[config.mk]
export PLATFORM = sky130hd
export DESIGN_NAME = rpn_stack_evaluator_top
export DESIGN_NICKNAME = d
export VERILOG_FILES = /design/src/design/rse_pkg.sv /design/src/design/rse_ram.sv /design/src/design/rse_div.sv /design/src/design/rse_datapath.sv /design/src/design/rse_ctrl.sv /design/src/design/rpn_stack_evaluator_top.sv
export SDC_FILE = /design/constraint.sdc
export NUM_CORES = 2
export LEC_CHECK = 0
export ABC_AREA = 1
export BUFFER_PORTS_ARGS = -buffer_cell sky130_fd_sc_hd__buf_2
export CAP_MARGIN = 20
export CORE_UTILIZATION = 55
export DETAILED_ROUTE_END_ITERATION = 12
export PLACE_DENSITY = 0.71
export SYNTH_ARGS = -nofsm -noshare
export SYNTH_HDL_FRONTEND = slang
export SYNTH_HIERARCHICAL = 1
export SYNTH_SLANG_ARGS = --single-unit
[constraint.sdc]
create_clock -name clk -period 10.6 [get_ports clk]
set_clock_uncertainty 0.05 [all_clocks]
set_input_delay 0 -clock clk [delete_from_list [all_inputs] [get_ports clk]]
set_output_delay 0 -clock clk [all_outputs]
set_load 0.02 [all_outputs]
[src/design/rse_pkg.sv]
// Shared types, character codes and helpers for the RPN stack evaluator.
// No dependencies; used by every module of the block except rse_ram.
`timescale 1ns / 1ps

package rse_pkg;

    localparam int DATA_W          = 32;
    localparam int STACK_DEPTH_DEF = 16;

    localparam logic [7:0] CH_ZERO  = 8'h30;
    localparam logic [7:0] CH_NINE  = 8'h39;
    localparam logic [7:0] CH_COMMA = 8'h2C;
    localparam logic [7:0] CH_PLUS  = 8'h2B;
    localparam logic [7:0] CH_MINUS = 8'h2D;
    localparam logic [7:0] CH_STAR  = 8'h2A;
    localparam logic [7:0] CH_SLASH = 8'h2F;

    localparam logic [3:0] DEC_BASE = 4'd10;

    typedef enum logic [1:0] {
        ERR_NONE  = 2'd0,
        ERR_DIV0  = 2'd1,
        ERR_UNDER = 2'd2,
        ERR_OVER  = 2'd3
    } err_t;

    typedef enum logic [1:0] {
        CLS_OTHER = 2'd0,
        CLS_DIGIT = 2'd1,
        CLS_COMMA = 2'd2,
        CLS_OP    = 2'd3
    } cls_t;

    typedef struct packed {
        logic [7:0] char_code;
        logic       is_last;
    } sym_t;

    typedef struct packed {
        logic signed [DATA_W-1:0] value;
        logic [1:0]               error_code;
    } res_t;

    // controller -> datapath
    typedef struct packed {
        logic capture;
        logic digit;
        logic push_acc;
        logic clear_acc;
        logic underflow;
        logic rd_issue;
        logic alu_write;
        logic div_zero;
        logic div_start;
        logic div_write;
        logic emit;
    } dp_cmd_t;

    // datapath -> controller
    typedef struct packed {
        cls_t cls;
        logic pwd;
        logic lt2;
        logic op_div;
        logic b_zero;
        logic div_done;
        logic last;
        logic out_free;
    } dp_stat_t;

    function automatic cls_t classify(input logic [7:0] c);
        cls_t r;
        if (c inside {[CH_ZERO:CH_NINE]})
            r = CLS_DIGIT;
        else if (c == CH_COMMA)
            r = CLS_COMMA;
        else if (c inside {CH_PLUS, CH_MINUS, CH_STAR, CH_SLASH})
            r = CLS_OP;
        else
            r = CLS_OTHER;
        return r;
    endfunction

    // first error of an expression wins
    function automatic err_t sticky(input err_t cur, input err_t code);
        return (cur == ERR_NONE) ? code : cur;
    endfunction

endpackage

[src/design/rse_ram.sv]
// Generic simple dual-port RAM: one write port, one read port, registered read.
// No dependencies.
`timescale 1ns / 1ps

module rse_ram #(
    parameter int WIDTH = 32,
    parameter int DEPTH = 16
) (
    input  logic                     clk,
    input  logic                     we,
    input  logic [$clog2(DEPTH)-1:0] waddr,
    input  logic [WIDTH-1:0]         wdata,
    input  logic                     re,
    input  logic [$clog2(DEPTH)-1:0] raddr,
    output logic [WIDTH-1:0]         rdata
);

    logic [WIDTH-1:0] mem [DEPTH];
    logic [WIDTH-1:0] rdata_reg;

    always_ff @(posedge clk)
    begin
        if (we)
        begin
            mem[waddr] <= wdata;
        end
        if (re)
        begin
            rdata_reg <= mem[raddr];
        end
    end

    assign rdata = rdata_reg;

endmodule

[src/design/rse_div.sv]
// Iterative signed divider, one quotient bit per cycle, truncating toward zero.
// Depends on rse_pkg. Divisor must be nonzero (caller filters zero).
`timescale 1ns / 1ps

module rse_div (
    input  logic                      clk,
    input  logic                      rst_n,
    input  logic                      start,
    input  logic [rse_pkg::DATA_W-1:0] dividend,
    input  logic [rse_pkg::DATA_W-1:0] divisor,
    output logic                      done,
    output logic [rse_pkg::DATA_W-1:0] quotient
);

    import rse_pkg::*;

    localparam int SW = $clog2(DATA_W);
    localparam logic [SW-1:0] LAST_STEP = SW'(DATA_W - 1);

    logic [DATA_W-1:0] rem_reg, rem_next;
    logic [DATA_W-1:0] quo_reg, quo_next;
    logic [DATA_W-1:0] dvs_reg, dvs_next;
    logic              neg_reg, neg_next;
    logic              busy_reg, busy_next;
    logic              done_reg, done_next;
    logic [SW-1:0]     step_reg, step_next;

    logic [DATA_W-1:0] mag_a, mag_b;
    logic [DATA_W:0]   shifted, trial;

    assign mag_a   = dividend[DATA_W-1] ? (DATA_W'(0) - dividend) : dividend;
    assign mag_b   = divisor[DATA_W-1]  ? (DATA_W'(0) - divisor)  : divisor;
    assign shifted = {rem_reg, quo_reg[DATA_W-1]};
    assign trial   = shifted - {1'b0, dvs_reg};

    always_comb
    begin
        rem_next  = rem_reg;
        quo_next  = quo_reg;
        dvs_next  = dvs_reg;
        neg_next  = neg_reg;
        busy_next = busy_reg;
        step_next = step_reg;
        done_next = 1'b0;
        if (start)
        begin
            rem_next  = '0;
            quo_next  = mag_a;
            dvs_next  = mag_b;
            neg_next  = dividend[DATA_W-1] ^ divisor[DATA_W-1];
            busy_next = 1'b1;
            step_next = '0;
        end
        else if (busy_reg)
        begin
            // restoring step: keep the difference only when it did not borrow
            rem_next  = trial[DATA_W] ? shifted[DATA_W-1:0] : trial[DATA_W-1:0];
            quo_next  = {quo_reg[DATA_W-2:0], ~trial[DATA_W]};
            step_next = step_reg + 1'b1;
            if (step_reg == LAST_STEP)
            begin
                busy_next = 1'b0;
                done_next = 1'b1;
            end
        end
    end

    always_ff @(posedge clk or negedge rst_n)
    begin
        if (!rst_n)
        begin
            busy_reg <= 1'b0;
            done_reg <= 1'b0;
            step_reg <= '0;
        end
        else
        begin
            busy_reg <= busy_next;
            done_reg <= done_next;
            step_reg <= step_next;
        end
    end

    always_ff @(posedge clk)
    begin
        rem_reg <= rem_next;
        quo_reg <= quo_next;
        dvs_reg <= dvs_next;
        neg_reg <= neg_next;
    end

    assign done     = done_reg;
    assign quotient = neg_reg ? (DATA_W'(0) - quo_reg) : quo_reg;

endmodule

[src/design/rse_datapath.sv]
// Datapath: accumulator, operand stack (RAM plus cached top and bottom),
// ALU, divider and the result word register. Depends on rse_pkg, rse_ram, rse_div.
`timescale 1ns / 1ps

module rse_datapath #(
    parameter int STACK_DEPTH = rse_pkg::STACK_DEPTH_DEF
) (
    input  logic              clk,
    input  logic              rst_n,
    input  rse_pkg::sym_t     sym_data,
    input  rse_pkg::dp_cmd_t  cmd,
    output rse_pkg::dp_stat_t stat,
    output logic              res_valid,
    input  logic              res_ready,
    output rse_pkg::res_t     res_data
);

    import rse_pkg::*;

    localparam int AW = $clog2(STACK_DEPTH);
    localparam int CW = $clog2(STACK_DEPTH + 1);

    logic [DATA_W-1:0] acc_reg, acc_next;
    logic              pwd_reg, pwd_next;
    err_t              err_reg, err_next;
    logic [CW-1:0]     count_reg, count_next;
    logic [DATA_W-1:0] top_reg, top_next;
    logic [DATA_W-1:0] bottom_reg, bottom_next;
    logic [7:0]        char_reg, char_next;
    cls_t              cls_reg, cls_next;
    logic              last_reg, last_next;
    logic              res_valid_reg, res_valid_next;
    res_t              res_data_reg, res_data_next;

    logic              wr_en;
    logic [AW-1:0]     wr_addr;
    logic [DATA_W-1:0] wr_data;
    logic [DATA_W-1:0] a_val;
    logic [CW-1:0]     cnt_m2;
    logic [7:0]        digit_w;
    logic [DATA_W-1:0] alu_res;
    logic [DATA_W-1:0] div_q;
    logic              div_done;
    logic [DATA_W-1:0] result;
    logic              res_wr;
    logic              out_free;

    assign cnt_m2   = count_reg - CW'(2);
    assign digit_w  = char_reg - CH_ZERO;
    assign out_free = ~res_valid_reg | res_ready;

    rse_ram #(
        .WIDTH (DATA_W),
        .DEPTH (STACK_DEPTH)
    ) u_stack (
        .clk   (clk),
        .we    (wr_en),
        .waddr (wr_addr),
        .wdata (wr_data),
        .re    (cmd.rd_issue),
        .raddr (cnt_m2[AW-1:0]),
        .rdata (a_val)
    );

    rse_div u_div (
        .clk      (clk),
        .rst_n    (rst_n),
        .start    (cmd.div_start),
        .dividend (a_val),
        .divisor  (top_reg),
        .done     (div_done),
        .quotient (div_q)
    );

    // a sits in the RAM read register, b in the cached top
    always_comb
    begin
        case (char_reg)
            CH_PLUS:  alu_res = a_val + top_reg;
            CH_MINUS: alu_res = a_val - top_reg;
            CH_STAR:  alu_res = a_val * top_reg;
            default:  alu_res = '0;
        endcase
    end

    always_comb
    begin
        acc_next       = acc_reg;
        pwd_next       = pwd_reg;
        err_next       = err_reg;
        count_next     = count_reg;
        top_next       = top_reg;
        bottom_next    = bottom_reg;
        char_next      = char_reg;
        cls_next       = cls_reg;
        last_next      = last_reg;
        res_data_next  = res_data_reg;
        res_valid_next = res_valid_reg & ~res_ready;
        wr_en          = 1'b0;
        wr_addr        = '0;
        wr_data        = '0;
        result         = '0;
        res_wr         = 1'b0;

        if (cmd.capture)
        begin
            char_next = sym_data.char_code;
            cls_next  = classify(sym_data.char_code);
            last_next = sym_data.is_last;
        end

        if (cmd.digit)
        begin
            acc_next = acc_reg * DATA_W'(DEC_BASE) + DATA_W'(digit_w);
            pwd_next = 1'b1;
        end

        if (cmd.push_acc)
        begin
            acc_next = '0;
            pwd_next = 1'b0;
            if (count_reg == CW'(STACK_DEPTH))
            begin
                err_next = sticky(err_reg, ERR_OVER);
            end
            else
            begin
                wr_en      = 1'b1;
                wr_addr    = count_reg[AW-1:0];
                wr_data    = acc_reg;
                top_next   = acc_reg;
                count_next = count_reg + 1'b1;
                if (count_reg == '0)
                begin
                    bottom_next = acc_reg;
                end
            end
        end

        if (cmd.clear_acc)
        begin
            acc_next = '0;
            pwd_next = 1'b0;
        end

        if (cmd.underflow)
        begin
            err_next = sticky(err_reg, ERR_UNDER);
        end

        if (cmd.alu_write)
        begin
            result = alu_res;
            res_wr = 1'b1;
        end

        if (cmd.div_zero)
        begin
            result   = '0;
            res_wr   = 1'b1;
            err_next = sticky(err_reg, ERR_DIV0);
        end

        if (cmd.div_write)
        begin
            result = div_q;
            res_wr = 1'b1;
        end

        // two entries collapse into one at depth count-2
        if (res_wr)
        begin
            wr_en      = 1'b1;
            wr_addr    = cnt_m2[AW-1:0];
            wr_data    = result;
            top_next   = result;
            count_next = count_reg - 1'b1;
            if (cnt_m2 == '0)
            begin
                bottom_next = result;
            end
        end

        if (cmd.emit)
        begin
            res_valid_next           = 1'b1;
            res_data_next.value      = (count_reg != '0) ? bottom_reg : acc_reg;
            res_data_next.error_code = err_reg;
            acc_next                 = '0;
            pwd_next                 = 1'b0;
            err_next                 = ERR_NONE;
            count_next               = '0;
        end
    end

    always_ff @(posedge clk or negedge rst_n)
    begin
        if (!rst_n)
        begin
            acc_reg       <= '0;
            pwd_reg       <= 1'b0;
            err_reg       <= ERR_NONE;
            count_reg     <= '0;
            cls_reg       <= CLS_OTHER;
            last_reg      <= 1'b0;
            res_valid_reg <= 1'b0;
        end
        else
        begin
            acc_reg       <= acc_next;
            pwd_reg       <= pwd_next;
            err_reg       <= err_next;
            count_reg     <= count_next;
            cls_reg       <= cls_next;
            last_reg      <= last_next;
            res_valid_reg <= res_valid_next;
        end
    end

    always_ff @(posedge clk)
    begin
        top_reg      <= top_next;
        bottom_reg   <= bottom_next;
        char_reg     <= char_next;
        res_data_reg <= res_data_next;
    end

    assign stat.cls      = cls_reg;
    assign stat.pwd      = pwd_reg;
    assign stat.lt2      = (count_reg < CW'(2));
    assign stat.op_div   = (char_reg == CH_SLASH);
    assign stat.b_zero   = (top_reg == '0);
    assign stat.div_done = div_done;
    assign stat.last     = last_reg;
    assign stat.out_free = out_free;

    assign res_valid = res_valid_reg;
    assign res_data  = res_data_reg;

`ifndef SYNTHESIS
    a_count_bound: assert property (@(posedge clk) disable iff (!rst_n)
        count_reg <= CW'(STACK_DEPTH))
        else $error("stack count beyond depth");

    a_err_sticky: assert property (@(posedge clk) disable iff (!rst_n)
        (err_reg != ERR_NONE && !cmd.emit) |=> (err_reg == $past(err_reg)))
        else $error("sticky error overwritten");

    a_emit_clears: assert property (@(posedge clk) disable iff (!rst_n)
        cmd.emit |=> (count_reg == '0 && acc_reg == '0 && err_reg == ERR_NONE && res_valid))
        else $error("state not cleared after emit");

    a_collapse: assert property (@(posedge clk) disable iff (!rst_n)
        res_wr |=> (count_reg == $past(count_reg) - 1'b1))
        else $error("operator result did not pop one entry");
`endif

endmodule

[src/design/rse_ctrl.sv]
// Controller FSM: sequences capture, push, stack read, ALU/divide and emit.
// Depends on rse_pkg.
`timescale 1ns / 1ps

module rse_ctrl (
    input  logic              clk,
    input  logic              rst_n,
    input  logic              sym_valid,
    output logic              sym_ready,
    input  rse_pkg::dp_stat_t stat,
    output rse_pkg::dp_cmd_t  cmd
);

    import rse_pkg::*;

    typedef enum logic [5:0] {
        S_IDLE   = 6'b000001,
        S_DECODE = 6'b000010,
        S_READ   = 6'b000100,
        S_OPER   = 6'b001000,
        S_DIVW   = 6'b010000,
        S_FINISH = 6'b100000
    } state_t;

    state_t state_reg, state_next;

    always_comb
    begin
        cmd        = '0;
        state_next = state_reg;
        sym_ready  = 1'b0;
        case (state_reg)
            S_IDLE:
            begin
                sym_ready = 1'b1;
                if (sym_valid)
                begin
                    cmd.capture = 1'b1;
                    state_next  = S_DECODE;
                end
            end
            S_DECODE:
            begin
                case (stat.cls)
                    CLS_DIGIT:
                    begin
                        cmd.digit  = 1'b1;
                        state_next = S_FINISH;
                    end
                    CLS_COMMA:
                    begin
                        cmd.push_acc = 1'b1;
                        state_next   = S_FINISH;
                    end
                    CLS_OP:
                    begin
                        // pending number goes on the stack before the operands are read
                        if (stat.pwd)
                            cmd.push_acc = 1'b1;
                        else
                            cmd.clear_acc = 1'b1;
                        state_next = S_READ;
                    end
                    default:
                    begin
                        state_next = S_FINISH;
                    end
                endcase
            end
            S_READ:
            begin
                if (stat.lt2)
                begin
                    cmd.underflow = 1'b1;
                    state_next    = S_FINISH;
                end
                else
                begin
                    cmd.rd_issue = 1'b1;
                    state_next   = S_OPER;
                end
            end
            S_OPER:
            begin
                if (!stat.op_div)
                begin
                    cmd.alu_write = 1'b1;
                    state_next    = S_FINISH;
                end
                else if (stat.b_zero)
                begin
                    cmd.div_zero = 1'b1;
                    state_next   = S_FINISH;
                end
                else
                begin
                    cmd.div_start = 1'b1;
                    state_next    = S_DIVW;
                end
            end
            S_DIVW:
            begin
                if (stat.div_done)
                begin
                    cmd.div_write = 1'b1;
                    state_next    = S_FINISH;
                end
            end
            S_FINISH:
            begin
                if (!stat.last)
                begin
                    state_next = S_IDLE;
                end
                else if (stat.out_free)
                begin
                    cmd.emit   = 1'b1;
                    state_next = S_IDLE;
                end
            end
            default:
            begin
                state_next = S_IDLE;
            end
        endcase
    end

    always_ff @(posedge clk or negedge rst_n)
    begin
        if (!rst_n)
            state_reg <= S_IDLE;
        else
            state_reg <= state_next;
    end

`ifndef SYNTHESIS
    a_div_wait: assert property (@(posedge clk) disable iff (!rst_n)
        cmd.div_start |=> (state_reg == S_DIVW))
        else $error("divide started without waiting for it");

    a_emit_last: assert property (@(posedge clk) disable iff (!rst_n)
        cmd.emit |-> (stat.last && stat.out_free))
        else $error("emit without last word or free output");
`endif

endmodule

[src/design/rpn_stack_evaluator_top.sv]
// RPN stack evaluator top level: controller plus datapath.
// Depends on rse_pkg, rse_ctrl, rse_datapath.
`timescale 1ns / 1ps

// Usage:
// The sym channel takes one ASCII character word per handshake (char_code,
// is_last). Digits fold into a decimal accumulator, a comma pushes it, and
// + - * / combine the top two stack entries (a pending number is pushed first).
// Other bytes are ignored. The res channel returns one word per expression,
// after the word marked is_last: the bottom stack entry (or the accumulator
// if the stack is empty) and a sticky error code.
// Throughput: one character at a time. Digit, comma and ignored bytes pass
// through decode and finish before the next accept; + - * also pass through
// a stack RAM read of the lower operand; / also waits for the divider, which
// yields one quotient bit per cycle.
// Output: the result word is loaded into the output register from the finish
// state of the last character, once the output register is free.
// A result waiting in the output register does not block new characters;
// only the next result waits (sym_ready stays low) until res_ready drains it.
// Reset: empty stack, zero accumulator, no error, no result pending.
// The stack holds STACK_DEPTH entries; a push onto a full stack is dropped.

module rpn_stack_evaluator_top #(
    parameter int STACK_DEPTH = rse_pkg::STACK_DEPTH_DEF
) (
    input  logic          clk,
    input  logic          rst_n,
    input  logic          sym_valid,
    output logic          sym_ready,
    input  rse_pkg::sym_t sym_data,
    output logic          res_valid,
    input  logic          res_ready,
    output rse_pkg::res_t res_data
);

    import rse_pkg::*;

    dp_cmd_t  cmd;
    dp_stat_t stat;

    rse_ctrl u_ctrl (
        .clk       (clk),
        .rst_n     (rst_n),
        .sym_valid (sym_valid),
        .sym_ready (sym_ready),
        .stat      (stat),
        .cmd       (cmd)
    );

    rse_datapath #(
        .STACK_DEPTH (STACK_DEPTH)
    ) u_datapath (
        .clk       (clk),
        .rst_n     (rst_n),
        .sym_data  (sym_data),
        .cmd       (cmd),
        .stat      (stat),
        .res_valid (res_valid),
        .res_ready (res_ready),
        .res_data  (res_data)
    );

endmodule
# [Word level (Yosys, flattened, before mapping)]
# Memories as Yosys holds them, arrays and structs flattened. A register that Yosys moved wholly into a read port is not among the register bits.
# Cells that the tools add are included.
# W data, S select, Z words.
[totals] word_cells=184 output_inout_bits=36 ram_bits=512 register_bits=260 memories=1 input_bits=13
[mem_list] memory="u_datapath.u_stack.mem" depth=16 word_bits=32 rd=1 rd_clocked_by_memory_dff=1 write_ports=1 line="rse_ram.sv:18" source="logic [WIDTH-1:0] mem [DEPTH];"
[op_classes] eq_ne=25 n_mux=96 reduce_logical=18 bitwise_logic=6 mul=2 magnitude_cmp=3 n_addsub=12
[ops] op="$mux W32" count=24
[ops] op="$pmux W32 S3" count=1
[ops] op="$sub A1 B32 Y32 const A" count=3
[ops] op="$eq A8 B6 Y1 const B" count=9
[ops] op="$mux W6" count=8
[ops] op="$mux W1" count=36
[ops] op="$pmux W6 S6" count=1
[ops] op="$sub A33 B32 Y33" count=1
[ops] op="$add A32 B32 Y32" count=1
[ops] op="$add A32 B8 Y32" count=1
[ops] op="$logic_not A32 Y1" count=1
[ops] op="$mul A32 B3 Y31 const B" count=1
[ops] op="$mul A32 B32 Y32" count=1
[ops] op="$sub A32 B32 Y32" count=1
[ops] op="$mux W31" count=1
[ops] op="$mux W5" count=6
[ops] op="$mux W2" count=13
[ops] op="$reduce_bool A4 Y1" count=4
[ops] op="$mux W4" count=3
[ops] op="$add A5 B1 Y5 const B" count=2
[ops] op="$eq A5 B5 Y1 const B" count=2
[ops] op="$logic_not A5 Y1" count=2
[ops] op="$ge A8 B6 Y1 const B" count=1
[ops] op="$le A8 B6 Y1 const B" count=1
[ops] op="29 further kinds" count=38

# [Logic depth before layout (Yosys ltp)]
[logic_depth] depth_word=10 depth_mapped=39 ltp_nobuf=37

# [Modules after synthesis]
# The synthesis kept the hierarchy.
[by_module_without_submodules] mod="rse_datapath" area_each_um2=29638.4 instances=1 cells_each=4152 seq_area_each_um2=3963.8
[by_module_without_submodules] mod="rse_ram" area_each_um2=23064.6 instances=1 cells_each=2120 seq_area_each_um2=16335.7
[by_module_without_submodules] mod="rse_div" area_each_um2=9347.7 instances=1 cells_each=1452 seq_area_each_um2=2767.7
[by_module_without_submodules] mod="rse_ctrl" area_each_um2=464.2 instances=1 cells_each=73 seq_area_each_um2=151.4

# [Worst setup path after synthesis]
# No wires, ideal clock.
[synth_path] kind="reg2reg" from="reg u_datapath.top_reg[6]" to="mem u_datapath.u_stack.mem[0][26], data pin" arrival_ns=7.286 period_less_slack_ns=7.722 stages_incl_launch_ff=34 path_buffers=2 t_required_ns=10.164 setup_time_ns=0.386 slack_ns=2.878 path_cell_list="edfxtp_1 buf_2 clkbuf_1 nand2_1 inv_1 fa_1 fa_1 fa_1 inv_1 fa_1 inv_1 fa_1 inv_1 fa_1 inv_1 fa_1 inv_1 fa_1 inv_1 ha_1 nand2_1 nor2_1 nor3b_1 nand4_1 nand3_1 nand2_1 nand2_1 nand2_1 nand2_1 a21oi_1 o21ai_0 nand2_1 a21boi_0 o21ai_0"
[synth_between] elab_chain_cells=7 word_cells_on_any_way=14 classes_between="add/sub (2); mul (1); mux (10); reduce/logical (1)"
[synth_rtl] element="start, declared" line="rse_datapath.sv:27" source="logic [DATA_W-1:0] top_reg, top_next;"
[synth_rtl] element="start signal, assigned" line="rse_datapath.sv:222" source="top_reg <= top_next;"
[synth_rtl] element="parallel branches: the longest is 6 deep, another holds $mul A32 B32 Y32"
[synth_rtl] element="$mux W32 *" line="rse_datapath.sv:171" source="if (res_wr)"
[synth_rtl] element="named net u_datapath.wr_data[26]" line="rse_datapath.sv:37" source="logic [DATA_W-1:0] wr_data;"
[synth_rtl] element="end, declared" line="rse_ram.sv:18"
# Mark *: on every way through the listed nets, which the timed path passes.

# [Worst setup path after layout]
[layout_path] from="reg u_datapath.top_reg[7]" to="mem u_datapath.u_stack.mem[6][28], data pin"
# Same word-level chain as after synthesis.

==> out/summary.md <==
The tools report the number of distinct library cell variants in the gate-level netlist after synthesis as 75. The number of cell instances on the worst register-to-register path works out to 34. The worst-path maximum fanout was 16; the final count of hold timing violations was 0. Dominant combinational cell family by area after synthesis: simple AND/OR/NAND/NOR gates. For the final routed database, the setup TNS stands at 0 ns.

Total detailed-routing wirelength: 192000 um. After Yosys synthesis, and, or, nand and nor cells account for 23.7% of the synthesized area. Net switching is 42.3% of the power. For this run the aggregate overflow at the end of global routing stands at 0. Setup repair after global routing left no endpoint under its margin. After routing the design area is 0.0679 mm^2.

Setup violations remaining at the end of the flow were counted as 0. The most common flop cell mapped by yosys was edfxtp_1. Of the post-synthesis cell area, the part taken by muxes is 0%. The run gives 5420 as the starting DRC count in detailed routing. Headroom to the max-slew limit came out at 21.4%. In the final routed layout, each cell accounts on average for 20.5 um. The worst path in the final design needs a cycle of 9.20 ns, including I/O delays and setup. The placeable core region is 0.113 mm^2. The die covers 0.115 mm^2. Yosys printed 6 warnings. The clock net in this run drives a total of 804 sinks. The HPWL after detailed placement is 138000 um.

The power density over the cells came out at 176 mW/mm^2. Leaving out filler cells and counting taps, the final layout contains 9378. Cells fill 60.3% of the core in the end. STA classifies the critical path startpoint as a register. Area growth from synthesis to layout: 8.65%. The largest single stage delay on the critical path is 0.72 ns. The number of max-slew violations in the final report is 0.

The run gives 0.109 GHz as the maximum clock frequency. Among the stages of the critical path, the cell type that occurs most often is nand2_1. Counting the buffers created by CTS gives 88.

The cell-internal power is 0.00690 W. In the routed design, unresolved DRC markers number 0. The floorplan has 123 rows.

The register-to-register setup slack is 1.40 ns. At the worst endpoint, the required time is 10.81 ns. The min-delay analysis places its worst path in the category primary input to register. The worst-case IR drop observed on VDD is 245 uV.

The flow ran to the end, and the final reports show no timing, DRC or antenna violations. The maximum number of pins on one net before global-route repair is 102, and the proportion of register bits with asynchronous set or reset after synthesis is 7.09%. The share of the Yosys chip area taken by registers is 37.1%. Dividing the synthesized area by the synthesized cell count gives 8.02 um^2. The synthesized netlist devotes 5.35% of its cell area to compound gates. Count of nets after finishing: 8489.

The chip width was 339 um; the number of H-tree levels was 3. The number of nets handed over by synthesis was 8484. The final critical path takes up 86.7% of the cycle.

TritonCTS built the clock tree. The tools report the mapped cell area as 0.0625 mm^2. The via count of the first global-routing pass was 50700.

Buffers placed on the I/O ports in this run total 48. The largest individual stage delay along the critical path comes from the cell edfxtp_1. At the pin with the least slew margin, the transition time is 1.18 ns.

The most common cell after layout, fill and taps aside was nand2_1. Of the total synthesized cell area, the portion taken by full adders, half adders and majority gates is 18.4%. The initial antenna violation count was 5; the remaining number of nets flagged by the antenna check after routing was 0. The total net switching power is 0.00505 W, and the vertical die dimension is 339 um. The number of enable-type register cells in the synthesized netlist came out at 683. The root buffer cell chosen for the clock tree is clkbuf_16. After layout, the worst setup slack is 1.40 ns.

For this block, the via count after detailed routing is 51600. Synthesis produced a netlist whose cell count is 7797. Depth of the worst hold-timing path: 2. Prior to clock tree synthesis, the placed netlist has a worst setup slack of 1.67 ns. The clock network accounts for 26.9% of the total power.

The all-layer global routing usage is 33.5%, and the ratio of routed vias to standard cells is 5.50. The clock input transition at the sequential cells of the worst setup and hold paths works out to 0.07 ns. Clock latency on the worst-skew pair, taken at its later pin, is 0.71 ns.

The number of primary I/O pins was 49. The logs give 0.0645 mm^2 for the placed cell area and 0.0315 mm^2 for the combined area of the multi-input logic cells. The type of element capturing the critical path is a register. The share of final-layout standard cells stronger than drive strength 1 was 6.41%; the area of all sequential standard cells was 0.0232 mm^2. The first global-routing pass estimated 294000 um of wire. The routability congestion estimate from global placement was 1.02.

For this design the static power due to leakage is 34.5 nW. The number of synthesized register bits was 804. The category of the most critical setup path was register to register.

The area share of xor/xnor cells in the synthesized design works out to 2.39%. Data arrives at the worst endpoint at 9.41 ns. The run gives 41.4% as the combinational cell fraction of total power.

Max-cap violations in this run came to 0. The clock passes through at most 3 buffers. The first detailed-routing pass took 6 iterations. In the layout the commonest cells are nand2_1, inv_1, edfxtp_1, nand3_1, fa_1.

The register with the most flip-flops in the layout has 512 of them. The number of placed instances, taps included, is 9182. For the fill cell instance count of the final layout, the log shows 9885.

Sequential cells burn 31.7% of the power. The run gives 55.5% as the initial core utilization.
[path summary, 6_finish.rpt]
check	startpoint	endpoint
worst max-delay path	u_datapath/top_reg[7]$_DFFE_PP_	u_datapath/u_stack/mem[6][28]$_DFFE_PP_
worst min-delay path	sym_data[3]	u_datapath/char_reg[2]$_DFFE_PP_
worst max register to register	u_datapath/top_reg[7]$_DFFE_PP_	u_datapath/u_stack/mem[6][28]$_DFFE_PP_
worst min register to register	u_datapath/u_div/rem_reg[7]$_SDFFE_PP0P_	u_datapath/u_div/rem_reg[7]$_SDFFE_PP0P_
max in group asynchronous	rst_n	u_datapath/count_reg[0]$_DFFE_PN0P_
min in group asynchronous	rst_n	u_datapath/res_valid$_DFF_PN0_
[Yosys cell counts (33+ instances only)]
cell | number | share of area [%]
a21oi_1 | 173 | 1.4
buf_1 | 45 | 0.27
buf_2 | 49 | 0.39
buf_6 | 33 | 0.59
clkbuf_1 | 156 | 0.94
dfrtp_1 | 56 | 2.2
dfxtp_1 | 64 | 2.0
edfxtp_1 | 683 | 33
fa_1 | 413 | 13
ha_1 | 261 | 5.2
inv_1 | 1732 | 10
nand2_1 | 2309 | 14
nand3_1 | 619 | 5.0
nand4_1 | 46 | 0.46
nor2_1 | 329 | 2.0
nor3_1 | 64 | 0.51
o21ai_0 | 239 | 1.9
xnor2_1 | 54 | 0.76
xor2_1 | 109 | 1.5
[kinds of logic after synthesis]
| kind of cell | after synthesis |
|---|---|
| flops | 804 |
| compound gates | 592 |
| simple gates | 3506 |
| xor+xnor | 167 |
| buf+inv | 2054 |
| fa+ha+maj | 674 |
[metrics by stage]
| step | power [W] | hold slack [ns] |
|---|---|---|
| after floorplan | 0.00732 | -0.346 |
| after global placement | 0.00862 | 0.150 |
| after detailed placement | 0.00867 | 0.152 |
| after CTS | 0.0119 | 0.00469 |
| after global routing | 0.0126 | 0.0710 |
| final | 0.0120 | 0.0793 |
[what timing repair did]
action | 4_1_cts | 5_1_grt
setup buffers | 0 | 0
hold endpoints to repair | 80 | 0
hold buffers | 23 | 0
resized for setup | 0 | 0
[worst max-delay path, delay by kind of cell, from the launching register on]
kind | cells | cell delay (ns)
AND/OR/NAND/NOR | 15 | 2.09
AO/OA/AOI/OAI | 2 | 0.80
adder cells (fa/ha/maj) | 9 | 4.36
buffers and inverters | 8 | 0.72
flip-flops | 1 | 0.72
[power by group through the flow]
| stage | logic, W | registers, W | clock network, W |
|---|---|---|---|
| after global placement | 0.00478 | 0.00385 | 0 |
| final | 0.00495 | 0.00379 | 0.00321 |
| after detailed placement | 0.00482 | 0.00385 | 0 |
| after global routing | 0.00548 | 0.00380 | 0.00336 |
| after floorplan | 0.00355 | 0.00377 | 0 |
| after CTS | 0.00486 | 0.00378 | 0.00325 |
[final cells by class]
class                   instances  share of cell area [%]
clock inverters                55                    1.06
inverters                    1753                    9.71
clock buffers                 109                    3.42
well taps                    1500                    2.76
flip-flops and latches        804                    34.2
repair buffers                216                    2.53
multi-input cells            4939                    46.3
diodes                          2                 0.00737
[per-layer routing]
metal  up-vias  routed length (um)  global-route usage (%)
met1     24500               74100                    42.4
met3       563               17200                    5.67
li1      24100                   -                       -
met2      2393               90100                    55.5
met5         -                  57                       0
met4         8               10900                    17.2
Note: power is estimated with default switching activity, not from simulation.
